--- config.mk ---
export PLATFORM = sky130hd
export DESIGN_NAME = gamepad_poll_event_engine
export DESIGN_NICKNAME = d
export VERILOG_FILES = /design/src/design/gpe_pkg.sv /design/src/design/gpe_front.sv /design/src/design/gpe_queue.sv /design/src/design/gpe_back.sv /design/src/design/gamepad_poll_event_engine.sv
export SDC_FILE = /design/constraint.sdc
export NUM_CORES = 1
export LEC_CHECK = 0
export CAP_MARGIN = 15
export CORE_MARGIN = 4
export CORE_UTILIZATION = 40
export CTS_CLUSTER_SIZE = 10
export DETAILED_ROUTE_END_ITERATION = 12
export DONT_BUFFER_PORTS = 1
export SYNTH_ARGS = -nofsm -noshare
export SYNTH_HDL_FRONTEND = slang
export SYNTH_SLANG_ARGS = --single-unit
--- constraint.sdc ---
create_clock -name clk -period 6.24 [get_ports clk]
set_input_delay 0.312 -clock clk [delete_from_list [all_inputs] [get_ports clk]]
set_output_delay 0.312 -clock clk [all_outputs]
set_load 0.03 [all_outputs]
--- src/design/gpe_pkg.sv ---
package gpe_pkg;

  localparam int BTN_W   = 16;
  localparam int STICK_W = 8;
  localparam int MS_W    = 16;
  localparam int DUR_W   = 32;
  localparam int REM_W   = 31;
  localparam int LVL_W   = 8;
  localparam int KIND_W  = 3;
  localparam int IDX_W   = 2;

  localparam int IN_DATA_W  = 104;
  localparam int OUT_DATA_W = 128;

  // command queue between front and back
  localparam int QUEUE_DEPTH = 4;
  localparam int QPTR_W      = 2;
  localparam int QCNT_W      = 3;

  localparam logic [LVL_W-1:0] SMALL_ON_LEVEL = 8'hff;

  typedef enum logic [KIND_W-1:0] {
    KIND_POLL      = 3'd0,
    KIND_SMALL_ON  = 3'd1,
    KIND_SMALL_OFF = 3'd2,
    KIND_BIG_ON    = 3'd3,
    KIND_BIG_OFF   = 3'd4
  } gpe_kind_t;

  typedef enum logic [IDX_W-1:0] {
    REG_PUSH_EN    = 2'd0,
    REG_HOLD_EN    = 2'd1,
    REG_RELEASE_EN = 2'd2
  } gpe_reg_t;

  // one classified command
  typedef struct packed {
    gpe_kind_t                op;
    logic [BTN_W-1:0]         pressed_now;
    logic signed [STICK_W-1:0] right_x;
    logic signed [STICK_W-1:0] right_y;
    logic signed [STICK_W-1:0] left_x;
    logic signed [STICK_W-1:0] left_y;
    logic [MS_W-1:0]          elapsed_ms;
    logic [REM_W-1:0]         duration;
    logic [LVL_W-1:0]         big_level;
  } gpe_item_t;

  // result word, first member lands in the top bits
  typedef struct packed {
    logic [LVL_W-1:0]          small_motor_byte;
    logic [LVL_W-1:0]          big_motor_byte;
    logic signed [STICK_W-1:0] left_y;
    logic signed [STICK_W-1:0] left_x;
    logic signed [STICK_W-1:0] right_y;
    logic signed [STICK_W-1:0] right_x;
    logic [BTN_W-1:0]          pressed_before;
    logic [BTN_W-1:0]          pressed_now;
    logic [BTN_W-1:0]          release_events;
    logic [BTN_W-1:0]          hold_events;
    logic [BTN_W-1:0]          push_events;
  } gpe_result_t;

  typedef struct packed {
    logic             valid;
    logic [IDX_W-1:0] index;
    logic [BTN_W-1:0] data;
  } gpe_cfg_wr_t;

  // 100 - raw*100/127, dead band 126..128 -> 127.
  // raw*100/127 via multiply by 3302700 / 2^22, exact for raw*100 <= 25500.
  function automatic logic signed [STICK_W-1:0] stick_scale(input logic [STICK_W-1:0] raw);
    logic [STICK_W-1:0] r;
    logic [29:0]        p;
    logic [STICK_W-1:0] q;
    r = (raw >= 8'd126 && raw <= 8'd128) ? 8'd127 : raw;
    p = 30'(r) * 30'd3302700;
    q = p[29:22];
    return signed'(8'd100 - q);
  endfunction

  // clamp to 100, then s*191/100 + 64; *191/100 via multiply by 1001413 / 2^19
  function automatic logic [LVL_W-1:0] big_byte(input logic [LVL_W-1:0] strength);
    logic [6:0]  s;
    logic [26:0] p;
    s = (strength > 8'd100) ? 7'd100 : strength[6:0];
    p = 27'(s) * 27'd1001413;
    return p[26:19] + 8'd64;
  endfunction

  function automatic logic [REM_W-1:0] clamp_duration(input logic [DUR_W-1:0] d);
    return d[DUR_W-1] ? {REM_W{1'b1}} : d[REM_W-1:0];
  endfunction

endpackage

--- src/design/gpe_front.sv ---
module gpe_front #(
  parameter int BUTTON_COUNT = 16
) (
  input  logic                          in_tvalid,
  output logic                          in_tready,
  input  logic [gpe_pkg::KIND_W-1:0]    in_tuser,
  input  logic [gpe_pkg::IN_DATA_W-1:0] in_tdata,
  input  logic                          q_full,
  output logic                          q_push,
  output gpe_pkg::gpe_item_t            q_item
);
  import gpe_pkg::*;

  localparam logic [BTN_W-1:0] BTN_MASK = BTN_W'((17'd1 << BUTTON_COUNT) - 17'd1);

  logic known;

  assign in_tready = ~q_full;

  always_comb begin
    unique case (in_tuser)
      KIND_POLL, KIND_SMALL_ON, KIND_SMALL_OFF, KIND_BIG_ON, KIND_BIG_OFF: known = 1'b1;
      default: known = 1'b0;
    endcase
  end

  // unknown kinds are taken and dropped
  assign q_push = in_tvalid & in_tready & known;

  always_comb begin
    q_item.op          = gpe_kind_t'(in_tuser);
    q_item.pressed_now = ~in_tdata[15:0] & BTN_MASK;
    q_item.right_x     = stick_scale(in_tdata[23:16]);
    q_item.right_y     = stick_scale(in_tdata[31:24]);
    q_item.left_x      = stick_scale(in_tdata[39:32]);
    q_item.left_y      = stick_scale(in_tdata[47:40]);
    q_item.elapsed_ms  = in_tdata[63:48];
    q_item.duration    = clamp_duration(in_tdata[95:64]);
    q_item.big_level   = big_byte(in_tdata[103:96]);
  end

endmodule

--- src/design/gpe_queue.sv ---
module gpe_queue (
  input  logic               clk,
  input  logic               rst_n,
  input  logic               push,
  input  gpe_pkg::gpe_item_t push_item,
  output logic               full,
  input  logic               pop,
  output logic               head_valid,
  output gpe_pkg::gpe_item_t head_item
);
  import gpe_pkg::*;

  gpe_item_t         mem_r [QUEUE_DEPTH];
  logic [QPTR_W-1:0] wr_ptr_r, wr_ptr_nxt;
  logic [QPTR_W-1:0] rd_ptr_r, rd_ptr_nxt;
  logic [QCNT_W-1:0] count_r, count_nxt;

  assign full       = (count_r == QCNT_W'(QUEUE_DEPTH));
  assign head_valid = (count_r != '0);
  assign head_item  = mem_r[rd_ptr_r];

  always_comb begin
    wr_ptr_nxt = push ? wr_ptr_r + 1'b1 : wr_ptr_r;
    rd_ptr_nxt = pop  ? rd_ptr_r + 1'b1 : rd_ptr_r;
    count_nxt  = count_r + QCNT_W'(push) - QCNT_W'(pop);
  end

  always_ff @(posedge clk) begin
    if (!rst_n) begin
      wr_ptr_r <= '0;
      rd_ptr_r <= '0;
      count_r  <= '0;
    end else begin
      wr_ptr_r <= wr_ptr_nxt;
      rd_ptr_r <= rd_ptr_nxt;
      count_r  <= count_nxt;
    end
  end

  always_ff @(posedge clk) begin
    if (push) begin
      mem_r[wr_ptr_r] <= push_item;
    end
  end

`ifndef SYNTHESIS
  a_count_range: assert property (@(posedge clk) disable iff (!rst_n)
    count_r <= QCNT_W'(QUEUE_DEPTH))
    else $error("queue count out of range");

  a_no_pop_empty: assert property (@(posedge clk) disable iff (!rst_n)
    pop |-> head_valid)
    else $error("pop from empty queue");

  a_no_push_full: assert property (@(posedge clk) disable iff (!rst_n)
    push |-> !full)
    else $error("push into full queue");
`endif

endmodule

--- src/design/gpe_back.sv ---
module gpe_back (
  input  logic                           clk,
  input  logic                           rst_n,
  input  gpe_pkg::gpe_cfg_wr_t           cfg_wr,
  input  logic                           head_valid,
  input  gpe_pkg::gpe_item_t             head_item,
  output logic                           pop,
  output logic                           out_tvalid,
  input  logic                           out_tready,
  output logic [gpe_pkg::OUT_DATA_W-1:0] out_tdata
);
  import gpe_pkg::*;

  logic [BTN_W-1:0] push_en_r, hold_en_r, release_en_r;
  logic [BTN_W-1:0] prev_r, prev_nxt;
  logic [LVL_W-1:0] small_lvl_r, small_lvl_nxt;
  logic [REM_W-1:0] small_rem_r, small_rem_nxt;
  logic [LVL_W-1:0] big_lvl_r, big_lvl_nxt;
  logic [REM_W-1:0] big_rem_r, big_rem_nxt;
  logic             out_valid_r, out_valid_nxt;
  gpe_result_t      res_r, res_nxt;

  logic             is_poll;
  logic             pop_poll;
  logic [REM_W-1:0] ms;
  logic [REM_W-1:0] small_dec, big_dec;

  assign is_poll  = (head_item.op == KIND_POLL);
  // commands without a result never wait on the output side
  assign pop      = head_valid & (!is_poll | !out_valid_r | out_tready);
  assign pop_poll = pop & is_poll;

  assign ms        = REM_W'(head_item.elapsed_ms);
  assign small_dec = (small_rem_r > ms) ? small_rem_r - ms : '0;
  assign big_dec   = (big_rem_r > ms) ? big_rem_r - ms : '0;

  always_comb begin
    prev_nxt      = prev_r;
    small_lvl_nxt = small_lvl_r;
    small_rem_nxt = small_rem_r;
    big_lvl_nxt   = big_lvl_r;
    big_rem_nxt   = big_rem_r;
    if (pop) begin
      unique case (head_item.op)
        KIND_POLL: begin
          prev_nxt      = head_item.pressed_now;
          small_rem_nxt = small_dec;
          small_lvl_nxt = (small_dec == '0) ? '0 : small_lvl_r;
          big_rem_nxt   = big_dec;
          big_lvl_nxt   = (big_dec == '0) ? '0 : big_lvl_r;
        end
        KIND_SMALL_ON: begin
          small_lvl_nxt = SMALL_ON_LEVEL;
          small_rem_nxt = head_item.duration;
        end
        KIND_SMALL_OFF: begin
          small_lvl_nxt = '0;
          small_rem_nxt = '0;
        end
        KIND_BIG_ON: begin
          big_lvl_nxt = head_item.big_level;
          big_rem_nxt = head_item.duration;
        end
        KIND_BIG_OFF: begin
          big_lvl_nxt = '0;
          big_rem_nxt = '0;
        end
        default: begin
        end
      endcase
    end
  end

  always_comb begin
    res_nxt.push_events      = head_item.pressed_now & ~prev_r & push_en_r;
    res_nxt.hold_events      = head_item.pressed_now & prev_r & hold_en_r;
    res_nxt.release_events   = ~head_item.pressed_now & prev_r & release_en_r;
    res_nxt.pressed_now      = head_item.pressed_now;
    res_nxt.pressed_before   = prev_r;
    res_nxt.right_x          = head_item.right_x;
    res_nxt.right_y          = head_item.right_y;
    res_nxt.left_x           = head_item.left_x;
    res_nxt.left_y           = head_item.left_y;
    res_nxt.big_motor_byte   = big_lvl_r;
    res_nxt.small_motor_byte = small_lvl_r;
    out_valid_nxt = pop_poll ? 1'b1 : (out_tready ? 1'b0 : out_valid_r);
  end

  always_ff @(posedge clk) begin
    if (!rst_n) begin
      push_en_r    <= '0;
      hold_en_r    <= '0;
      release_en_r <= '0;
      prev_r       <= '0;
      small_lvl_r  <= '0;
      small_rem_r  <= '0;
      big_lvl_r    <= '0;
      big_rem_r    <= '0;
      out_valid_r  <= 1'b0;
    end else begin
      if (cfg_wr.valid) begin
        unique case (cfg_wr.index)
          REG_PUSH_EN:    push_en_r    <= cfg_wr.data;
          REG_HOLD_EN:    hold_en_r    <= cfg_wr.data;
          REG_RELEASE_EN: release_en_r <= cfg_wr.data;
          default: begin
          end
        endcase
      end
      prev_r      <= prev_nxt;
      small_lvl_r <= small_lvl_nxt;
      small_rem_r <= small_rem_nxt;
      big_lvl_r   <= big_lvl_nxt;
      big_rem_r   <= big_rem_nxt;
      out_valid_r <= out_valid_nxt;
    end
  end

  always_ff @(posedge clk) begin
    if (pop_poll) begin
      res_r <= res_nxt;
    end
  end

  assign out_tvalid = out_valid_r;
  assign out_tdata  = res_r;

`ifndef SYNTHESIS
  a_small_level: assert property (@(posedge clk) disable iff (!rst_n)
    small_lvl_r == '0 || small_lvl_r == SMALL_ON_LEVEL)
    else $error("small motor level not off or full");

  a_big_level: assert property (@(posedge clk) disable iff (!rst_n)
    big_lvl_r == '0 || big_lvl_r >= 8'd64)
    else $error("big motor level below range");

  a_expire: assert property (@(posedge clk) disable iff (!rst_n)
    pop_poll |=> (small_rem_r != '0 || small_lvl_r == '0) &&
                 (big_rem_r != '0 || big_lvl_r == '0))
    else $error("motor still on after its time ran out");
`endif

endmodule

--- src/design/gamepad_poll_event_engine.sv ---
// Channel  | Ports                           | Word
// ---------+---------------------------------+-------------------------------------------
// in       | in_tvalid/in_tready/in_tuser    | kind in tuser; poll, motor on/off commands
//          | in_tdata                        | buttons, sticks, elapsed, duration, strength
// out      | out_tvalid/out_tready/out_tdata | one result word per poll command
// cfg      | cfg_valid/cfg_ready/cfg_index   | event enable writes, always ready
//
// Sustained rate is one word per cycle on in and out while out_tready stays high; a
// poll's result goes through the queue write, then the back end's output register.
// The front end decodes and scales into a 4-entry command queue; in_tready drops only
// when that queue is full, i.e. after the output side has stalled for several polls.
// Motor and unknown-kind commands produce no result word and never wait on out_tready.
// rst_n is synchronous, active low: enables, pressed history, motor state, queue clear.
module gamepad_poll_event_engine #(
  parameter int BUTTON_COUNT = 16
) (
  input  logic         clk,
  input  logic         rst_n,
  input  logic         in_tvalid,
  output logic         in_tready,
  input  logic [2:0]   in_tuser,   // [2:0] kind
  // [15:0] buttons_raw, [23:16] right_x_raw, [31:24] right_y_raw, [39:32] left_x_raw,
  // [47:40] left_y_raw, [63:48] elapsed_ms, [95:64] duration_ms,
  // [103:96] big_motor_strength
  input  logic [103:0] in_tdata,
  output logic         out_tvalid,
  input  logic         out_tready,
  // [15:0] push_events, [31:16] hold_events, [47:32] release_events,
  // [63:48] pressed_now, [79:64] pressed_before, [87:80] right_x, [95:88] right_y,
  // [103:96] left_x, [111:104] left_y, [119:112] big_motor_byte,
  // [127:120] small_motor_byte
  output logic [127:0] out_tdata,
  input  logic         cfg_valid,
  output logic         cfg_ready,
  input  logic [1:0]   cfg_index,  // 0 push, 1 hold, 2 release enable
  input  logic [15:0]  cfg_data
);
  import gpe_pkg::*;

  logic        q_push, q_full, q_pop, q_head_valid;
  gpe_item_t   q_item, q_head;
  gpe_cfg_wr_t cfg_wr;

  // enables are plain registers, a write always lands
  assign cfg_ready    = 1'b1;
  assign cfg_wr.valid = cfg_valid;
  assign cfg_wr.index = cfg_index;
  assign cfg_wr.data  = cfg_data;

  // decode, stick scaling, duration clamp and big motor byte
  gpe_front #(
    .BUTTON_COUNT(BUTTON_COUNT)
  ) u_front (
    .in_tvalid(in_tvalid),
    .in_tready(in_tready),
    .in_tuser (in_tuser),
    .in_tdata (in_tdata),
    .q_full   (q_full),
    .q_push   (q_push),
    .q_item   (q_item)
  );

  gpe_queue u_queue (
    .clk       (clk),
    .rst_n     (rst_n),
    .push      (q_push),
    .push_item (q_item),
    .full      (q_full),
    .pop       (q_pop),
    .head_valid(q_head_valid),
    .head_item (q_head)
  );

  // edge classification, motor timers, result register
  gpe_back u_back (
    .clk       (clk),
    .rst_n     (rst_n),
    .cfg_wr    (cfg_wr),
    .head_valid(q_head_valid),
    .head_item (q_head),
    .pop       (q_pop),
    .out_tvalid(out_tvalid),
    .out_tready(out_tready),
    .out_tdata (out_tdata)
  );

endmodule
# Word-level counts from Yosys, hierarchy flattened
# Memories as Yosys holds them, arrays and structs flattened. A register that Yosys moved wholly into a read port is not among the register bits.
# Index checks and enable logic that the tools add are counted.
dict set report totals {
  register_bits 278
  latchBits 0
  mem_bits_rw 424
  mem_bits_ro 0
  inputBits 130
  output_inout_bits 131
  elab_cells 125
  mem_count 1
}
dict set report op_classes {
  addsub 11
  multipliers 5
  div_mod_pow 0
  order_cmp 11
  eq_ne 13
  shifts 0
  n_mux 21
  bitwise 16
  reduce_logical 24
}
# memory depth width rd rd_clocked_by_memory_dff write_ports line_no
set mem_list {}
lappend mem_list {u_queue.mem_r 4 106 1 1 1 gpe_queue.sv:13} ;# gpe_item_t mem_r [QUEUE_DEPTH];
# operator count
set ops {}
lappend ops {{one-hot mux 31 bit (3 select lines)} 2}
lappend ops {{multiplier 8 x 20 -> 28 bit, second input constant} 4}
lappend ops {{AND 16 bit} 6}
lappend ops {{two-way mux 31 bit} 3}
lappend ops {{greater-than comparator 31 x 16 -> 1 bit} 2}
lappend ops {{zero test 31 bit} 2}
lappend ops {{subtractor 31 x 16 -> 31 bit} 2}
lappend ops {{two-way mux 8 bit} 6}
lappend ops {{inverter 16 bit} 3}
lappend ops {{one-hot mux 8 bit (3 select lines)} 2}
lappend ops {{>= comparator 8 x 7 -> 1 bit, second input constant} 4}
lappend ops {{less-or-equal comparator 8 bit, second input constant} 4}
lappend ops {{subtractor 7 x 8 -> 8 bit, first input constant} 4}
lappend ops {{multiplier 7 x 20 -> 27 bit, second input constant} 1}
lappend ops {{equality test 3 x 2 -> 1 bit, second input constant} 4}
lappend ops {{AND reduction 2 bit} 6}
lappend ops {{equality test 3 bit, second input constant} 3}
lappend ops {{nonzero test 3 bit} 3}
lappend ops {{adder 8 x 7 -> 8 bit, second input constant} 1}
lappend ops {{greater-than comparator 8 x 7 -> 1 bit, second input constant} 1}
lappend ops {{two-way mux 7 bit} 1}
lappend ops {{equality test 3 x 1 -> 1 bit, second input constant} 2}
lappend ops {{zero test 3 bit} 2}
lappend ops {{AND reduction 3 bit} 2}
lappend ops {{16 further kinds} 31}

# Longest topological paths before layout
# Gate-level depths: netlist of the first run.
dict set report logic_depth {
  word_depth 7
  mapped_depth 25
  ltp_nobuf 25
}

# Hierarchy
# Synthesis of the first run repeated with hierarchy kept, for this count alone.
dict set report unflattened {
  hier_cells 3416
  area_unflattened_um2 40844.2
}
# module instances cells_each area_per_inst_um2 seq_area_each_um2
set modules_own_cells {}
lappend modules_own_cells {gpe_queue 1 597 15732.6 12912.4}
lappend modules_own_cells {gpe_back 1 1317 12692.2 6356.1}
lappend modules_own_cells {gpe_front 1 1500 12408.2 0.0}
lappend modules_own_cells {gamepad_poll_event_engine 1 2 11.3 0.0}

# Worst setup path before layout of the first run
# No wires, ideal clock.
dict set report synth_path {
  path_type {in2reg}
  start {input port in_tdata[42]}
  end {memory u_queue.mem_r[0][62] (netlist bit) (data pin)}
  setup_ps 278
  arrival_time_ps 5796
  t_required_ps 5962
  setup_slack_ps 166
  cell_stages 21
  path_buffers 0
  path_cell_list {or4_1 -> nor4_1 -> a21oi_1 -> nand2b_1 -> ha_1 -> inv_1 -> fa_1 -> fa_1 -> fa_1 -> inv_1 -> ha_1 -> nand2_1 -> nor4_1 -> a2111oi_0 -> or4b_1 -> o2111ai_1 -> a311oi_1 -> a21oi_1 -> nor3_1 -> nor4_1 -> xnor2_1}
}
# item line_no
set synth_rtl {}
lappend synth_rtl {{from (decl)} gamepad_poll_event_engine.sv:25} ;# input logic [103:0] in_tdata,
lappend synth_rtl {{to (decl)} gpe_queue.sv:13}

==> results of run 1 <==
-- logic make-up (layout without fill, tap and decap cells) --
group | after synthesis | after routing
AND/OR/NAND/NOR | 808 | 808
flip-flops | 690 | 690
AO/OA/AOI/OAI | 566 | 566
adder cells (fa/ha/maj) | 531 | 531
buffers and inverters | 523 | 756
multiplexers | 121 | 121
XOR/XNOR | 94 | 94
other | 1 | 17
-- power groups by stage --
| stage | Combinational, uW | Clock, uW | Sequential, uW |
|---|---|---|---|
| global route | 10500 | 4720 | 7050 |
| global placement | 9250 | 0 | 7070 |
| detailed placement | 9340 | 0 | 7080 |
| CTS | 9470 | 4530 | 7000 |
| finish | 9460 | 4400 | 6980 |
| floorplan | 6980 | 0 | 6870 |
-- cell type report --
| class | count | area share, % |
|---|---|---|
| multi-input cells | 2121 | 41.4 |
| inverters | 412 | 3.41 |
| well taps | 1287 | 3.54 |
| repair buffers | 198 | 3.85 |
| clock buffers | 135 | 4.96 |
| diodes | 16 | 0.0879 |
| flip-flops and latches | 690 | 42.3 |
| clock inverters | 11 | 0.437 |
-- worst max-delay path: stages --
cell                       delay [ns]
sky130_fd_sc_hd__or4_1           0.50
sky130_fd_sc_hd__nor4_1          0.38
sky130_fd_sc_hd__a21oi_2         0.20
sky130_fd_sc_hd__nand2b_1        0.23
sky130_fd_sc_hd__ha_1            0.29
sky130_fd_sc_hd__inv_1           0.13
sky130_fd_sc_hd__fa_1            0.46
sky130_fd_sc_hd__fa_1            0.50
sky130_fd_sc_hd__fa_1            0.51
sky130_fd_sc_hd__inv_1           0.04
sky130_fd_sc_hd__ha_1            0.28
sky130_fd_sc_hd__nand4_1         0.12
sky130_fd_sc_hd__a21oi_1         0.38
sky130_fd_sc_hd__o21a_1          0.23
sky130_fd_sc_hd__nor3_1          0.06
sky130_fd_sc_hd__or2_2           0.30
sky130_fd_sc_hd__ha_1            0.23
sky130_fd_sc_hd__o41ai_1         0.52
sky130_fd_sc_hd__o21ai_0         0.17
sky130_fd_sc_hd__xnor2_1         0.36
-- sequential cells by signal, summed over array words and instances, names as in the netlist, 16 cells and up, named ones only --
signal and flops:
u_back.release_en_r 16, u_back.small_rem_r 31, u_back.big_rem_r 31, u_back.push_en_r 16, u_back.prev_r 16, u_queue.mem_r 424, u_back.hold_en_r 16, u_back.out_tdata 121
-- layout by cell type (no fill, tap or decap), drive strengths merged, types with 112 or more instances in the layout --
cell and instances:
edfxtp 545, inv 415, ha 397, nand2 260
a21oi 204, dfxtp 145, clkbuf 135, fa 134
nor2 120, buf 112
-- metrics by stage --
step	TNS [ns]	worst slack, ns	power [uW]
6_report	0	0.438	20800
5_1_grt	0	0.00458	22300
4_1_cts	0	0.129	21000
3_5_place_dp	-6.92	-0.549	16400
3_3_place_gp	-4.49	-0.506	16300
2_1_floorplan	0	0.166	13800
-- cell usage after synthesis, types with 18 or more instances --
cell,number
sky130_fd_sc_hd__a21o_1,41
sky130_fd_sc_hd__a21oi_1,203
sky130_fd_sc_hd__a221oi_1,18
sky130_fd_sc_hd__a22oi_1,31
sky130_fd_sc_hd__and3_1,32
sky130_fd_sc_hd__and3b_1,18
sky130_fd_sc_hd__clkbuf_1,79
sky130_fd_sc_hd__dfxtp_1,145
sky130_fd_sc_hd__edfxtp_1,545
sky130_fd_sc_hd__fa_1,134
sky130_fd_sc_hd__ha_1,397
sky130_fd_sc_hd__inv_1,409
sky130_fd_sc_hd__mux4_2,106
sky130_fd_sc_hd__nand2_1,260
sky130_fd_sc_hd__nand2b_1,45
sky130_fd_sc_hd__nand3_1,74
sky130_fd_sc_hd__nand4_1,26
sky130_fd_sc_hd__nor2_1,120
sky130_fd_sc_hd__nor2b_1,18
sky130_fd_sc_hd__nor3_1,60
sky130_fd_sc_hd__nor4_1,24
sky130_fd_sc_hd__o211ai_1,18
sky130_fd_sc_hd__o21a_1,23
sky130_fd_sc_hd__o21ai_0,81
sky130_fd_sc_hd__or2_2,43
sky130_fd_sc_hd__or3_1,26
sky130_fd_sc_hd__xnor2_1,52
sky130_fd_sc_hd__xor2_1,42
-- worst paths after layout --
path,startpoint,endpoint,cells after the start,slack [ns]
worst max-delay path,in_tdata[18],u_queue.mem_r[0][85]$_DFFE_PP_,20,0.44
worst min-delay path,rst_n,u_queue.count_r[0]$_SDFF_PN0_,2,0.06
worst max register to register,register,u_back.big_lvl_r[6]$_SDFFE_PN0P_,14,1.05
worst min register to register,u_back.big_lvl_r[0]$_SDFFE_PN0P_,u_back.out_tdata[112]$_DFFE_PP_,0,0.43
-- repair_timing --
item | in CTS | in global routing
gates resized for setup | 0 | 2
hold buffers | 87 | 0
endpoints found under the hold margin | 338 | 0
endpoints found under the setup margin | 0 | 4
-- layer usage --
layer | vias to the layer above | GRT usage [%]
met2 | 616 | 29.8
met5 | - | 0
li1 | 12489 | -
met1 | 12856 | 24.5
met3 | 117 | 3.61
met4 | 10 | 3.96
==> flow_summary.toml, run 1 <==
[place]
globalplace.congestion = 0.901
placed_cells = 4620
port_buffers = 0
place_area_um2 = 42100
post-dp-hpwl_um = 69600

[power_and_ir_drop]
pwr_density_cell_nw_per_um2 = 458
power.share.combinational_pct = 45.4
leakage_uw = 0.0183
p_clk_share_pct = 21.1
sw_frac_of_total_pct = 39.9
power_report.internal_total_uw = 12500
worst_vdd_rail_ir_drop_v = 0.000476
net_switching_uw = 8330
seq_power_share_pct = 33.5

[die]
start_util_pct = 40.6
die_height_um = 325
core_area_um2 = 98900
floorplan_die_area_um2 = 105000
boundaryPins = 261
die_width_um = 325
placement_rows = 115

[drt]
dr_wl_met3_um = 5650
vias_per_cell = 5.36
m1WireLength_um = 43400
post_drt_wl_per_cell_um = 19.8
routed-via-count = 26088
detailedRoute.firstPassIterationCount = 7
starting_drt_drc_count = 1940
drt_wl_total_um = 96400
highest_layer = "met5"
routed-wl-met2_um = 45600
detail_route.drc_violations = 0
route.antenna.remaining_nets = 0

[clocking]
clkSinkCount = 690
cts.repair_timing.setup_buffer_count = 0
cts_tree = "done"
worst_skew_pair.late_latency_ns = 0.65
clock_path_buffers = 3
cts.reportedPaths.clkPinSlew_ns = 0.06
cts_root_buf = "sky130_fd_sc_hd__clkbuf_16"
tritoncts.num_buffers = 81
h-tree-depth = 3

[finish]
final-instance-count-excl-fill = 4870
nNetsFinal = 4165
footprint_of_the_multi_input_gates_um2 = 18800
synthToLayoutAreaGrowth_pct = 13.6
post-route-util_pct = 46.1
design_area_um2 = 45500
drive_above_1_share_pct = 11.0
fillCellCount = 8920
area.sequential_um2 = 19300

[setup_path]
crit_path_start_kind = "primary input"
worst-path-max-fanout = 7
critical_path_class = "in2reg"
cp.arrival_ns = 6.21
cp_required_ns = 6.64
critPathCaptureType = "register"

[global_route]
initial_antenna_violation_count = 21
grt_start_max_net_pins = 66
wire_length_of_the_first_global_routing_pass_um = 151000
grt-ovfl-total = 0
groute.usage.overall_pct = 18.0
grt_pass1_vias = 26167

[sta]
finalHoldViolations = 0
rsz0062_at_grt = "false"
clock.fmax_mhz = 172
final-setup-viol-count = 0
fin_crit_sh_pct = 93.0
clock_skew_ns = 0.0430
tightestPinTransition_ns = 1.07
final_period_minus_worst_setup_slack_ns = 5.80
drv_slew = 0
relSlewSlack_pct = 28.4
hold-worst-slack_ns = 0.0598

[yosys]
prevailing_post_synth_register_cell = "sky130_fd_sc_hd__edfxtp_1"
synthesized_area_fraction_occupied_by_ao_oa_aoi_and_oai_cells_pct = 9.28
postSynthNetCount = 3995
syn_avg_cell_area_um2 = 12.0
synthTopCellsByArea = "sky130_fd_sc_hd__edfxtp_1 41%, sky130_fd_sc_hd__ha_1 12%, sky130_fd_sc_hd__dfxtp_1 7.2%"
synth.area.mux_share_pct = 6.33
synth.largest_area_cell = "sky130_fd_sc_hd__edfxtp_1"
post_synth_and_or_nand_nor_area_fraction_pct = 10.2
ys_warn_count = 0
post_synth_inst_count = 3334
synth.lib_cells_used.distinct = 92
synth_enable_flop_cells = 545
synth_sequential_area_ratio_pct = 48.1
synth.ff_latch_count = 690
synthXorXnorAreaFrac_pct = 2.05
asyncSetResetFlopFracSynth_pct = 0
synth_top_family_by_area = "adder cells"
syn_area_um2 = 40100
synth-adder-area-share_pct = 19.1
synth_largest_type_area_fraction_pct = 40.8

[min_path]
hp-class = "in2reg"

[run_status]
run_status = "finished clean"

[job]
max_cap_viol_count = 0
(Power assumes the default switching activity.)
==> run 2: changes to the inputs <==
- CTS_BUF_LIST: unset -> sky130_fd_sc_hd__clkbuf_16
==> flow_summary.toml, run 2 (synthesis gave the netlist of run 1 again) <==
[finish]
registers.top_by_ff_count = "u_queue.mem_r"
most_frequent_cells_in_the_layout = "545 x sky130_fd_sc_hd__edfxtp_1, 460 x sky130_fd_sc_hd__inv_1, 397 x sky130_fd_sc_hd__ha_1"
nNetsFinal = 4165
post-route-util_pct = 46.0
footprint_of_the_multi_input_gates_um2 = 18800
final-instance-count-excl-fill = 4870
fillCellCount = 8925
largest_register_ffs = 424
most_common_cell_after_layout_fill_and_taps_aside = "sky130_fd_sc_hd__edfxtp_1"
synthToLayoutAreaGrowth_pct = 13.5
area.sequential_um2 = 19300
drive_above_1_share_pct = 10.9

[drt]
post_drt_wl_per_cell_um = 19.8
detailedRoute.firstPassIterationCount = 6
starting_drt_drc_count = 1882
detail_route.drc_violations = 0
route.antenna.remaining_nets = 0
vias_per_cell = 5.36
drt_wl_total_um = 96300
routed-via-count = 26102

[setup_path]
crit_path_cell_trace = "or4_1, nor4_1, a21oi_2, nand2b_1, ha_1, inv_1, fa_1, fa_1, fa_1, inv_1, ha_1, nand4_1, a21oi_1, o21a_1, nor3_1, or2_2, ha_1, o41ai_1, o21ai_0, xnor2_1"
critical_path_class = "in2reg"
cp_required_ns = 6.64
slowest_delay_ns = 0.52
timing.critical_path.slowest_stage_cell = "sky130_fd_sc_hd__o41ai_1"
cp.arrival_ns = 6.20
crit_path_start_kind = "primary input"
worst-path-max-fanout = 7
critPathCaptureType = "register"

[min_path]
hp-class = "in2reg"

[die]
floorplan_die_area_um2 = 105000
core_area_um2 = 98900
die_height_um = 325
start_util_pct = 40.6
die_width_um = 325
placement_rows = 115
boundaryPins = 261

[clocking]
cts_tree = "done"
worst_skew_pair.late_latency_ns = 0.65
cts_root_buf = "sky130_fd_sc_hd__clkbuf_16"
cts.reportedPaths.clkPinSlew_ns = 0.06
h-tree-depth = 3
cts.repair_timing.setup_buffer_count = 0
tritoncts.num_buffers = 81
clock_path_buffers = 3
clkSinkCount = 690

[place]
pre_cts_ws_ns = -0.549
globalplace.congestion = 0.901
port_buffers = 0
placed_cells = 4620
post-dp-hpwl_um = 69600

[sta]
final_period_minus_worst_setup_slack_ns = 5.79
drv_slew = 0
tightestPinTransition_ns = 1.09
relSlewSlack_pct = 27.4
final-setup-viol-count = 0
clock_skew_ns = 0.0446
finalWorstSetupSlack_ns = 0.446
hold-worst-slack_ns = 0.0604
finalHoldViolations = 0
clock.fmax_mhz = 173
fin_crit_sh_pct = 92.8
rsz0062_at_grt = "false"

[global_route]
initial_antenna_violation_count = 21
grt-ovfl-total = 0
grt_pass1_vias = 26166
grt_start_max_net_pins = 66
wire_length_of_the_first_global_routing_pass_um = 151000
groute.usage.overall_pct = 18.0

[power_and_ir_drop]
worst_vdd_rail_ir_drop_v = 0.000483
pwr_density_cell_nw_per_um2 = 455
leakage_uw = 0.0185

[job]
max_cap_viol_count = 0

[run_status]
run_status = "finished clean"
[run 2: critical path, delay by kind of cell]
family | cells | cell delay, ns
xor gates and xnor gates | 1 | 0.36
adders and majority gates | 6 | 2.27
AOI/OAI and AO/OA | 5 | 1.49
and+or+nand+nor | 6 | 1.59
buffers and inverters | 2 | 0.17
[run 2: final cells by class]
type	instances	area share [%]
Tap cell	1287	3.54
Clock buffer	81	4.45
Timing Repair Buffer	198	3.85
Antenna cell	16	0.0880
Inverter	412	3.41
Multi-Input combinational cell	2121	41.4
Sequential cell	690	42.4
Clock inverter	65	0.883
[run 2: through the flow]
stage	TNS (ns)	instance area, um^2	total power [uW]
4_1_cts	0	45400	20900
3_5_place_dp	-6.92	42100	16400
6_report	0	45500	20700
5_1_grt	0	45500	22200
3_3_place_gp	-4.49	42100	16300
2_1_floorplan	0	40100	13800
[run 2: repair_timing]
action	CTS	global route
hold endpoints to repair	338	0
gates resized for setup	0	2
hold buffers	87	0
endpoints found under the setup margin	0	4
[run 2: path summary, 6_finish.rpt]
kind,from,endpoint,slack (ns),cells after the start
setup / recovery,in_tdata[18],u_queue.mem_r[0][85]$_DFFE_PP_,0.45,20
hold / removal,rst_n,u_queue.count_r[0]$_SDFF_PN0_,0.06,2
setup reg to reg,register,u_back.big_lvl_r[6]$_SDFFE_PN0P_,1.07,14
hold reg to reg,u_back.big_lvl_r[0]$_SDFFE_PN0P_,u_back.out_tdata[112]$_DFFE_PP_,0.43,0
[run 2: where the power goes]
part / switching [uW] / internal (uW)
Clock: 1870 / 2410
Combinational: 5680 / 3780
Sequential: 771 / 6210
Total: 8320 / 12400
[run 2: per-layer routing]
layer / track usage, % / wire length [um] / vias up
li1: - / - / 12483
met1: 24.5 / 43200 / 12849
met2: 29.8 / 45600 / 642
met3: 3.60 / 5830 / 118
met4: 3.96 / 1570 / 10
met5: 0 / 63 / -
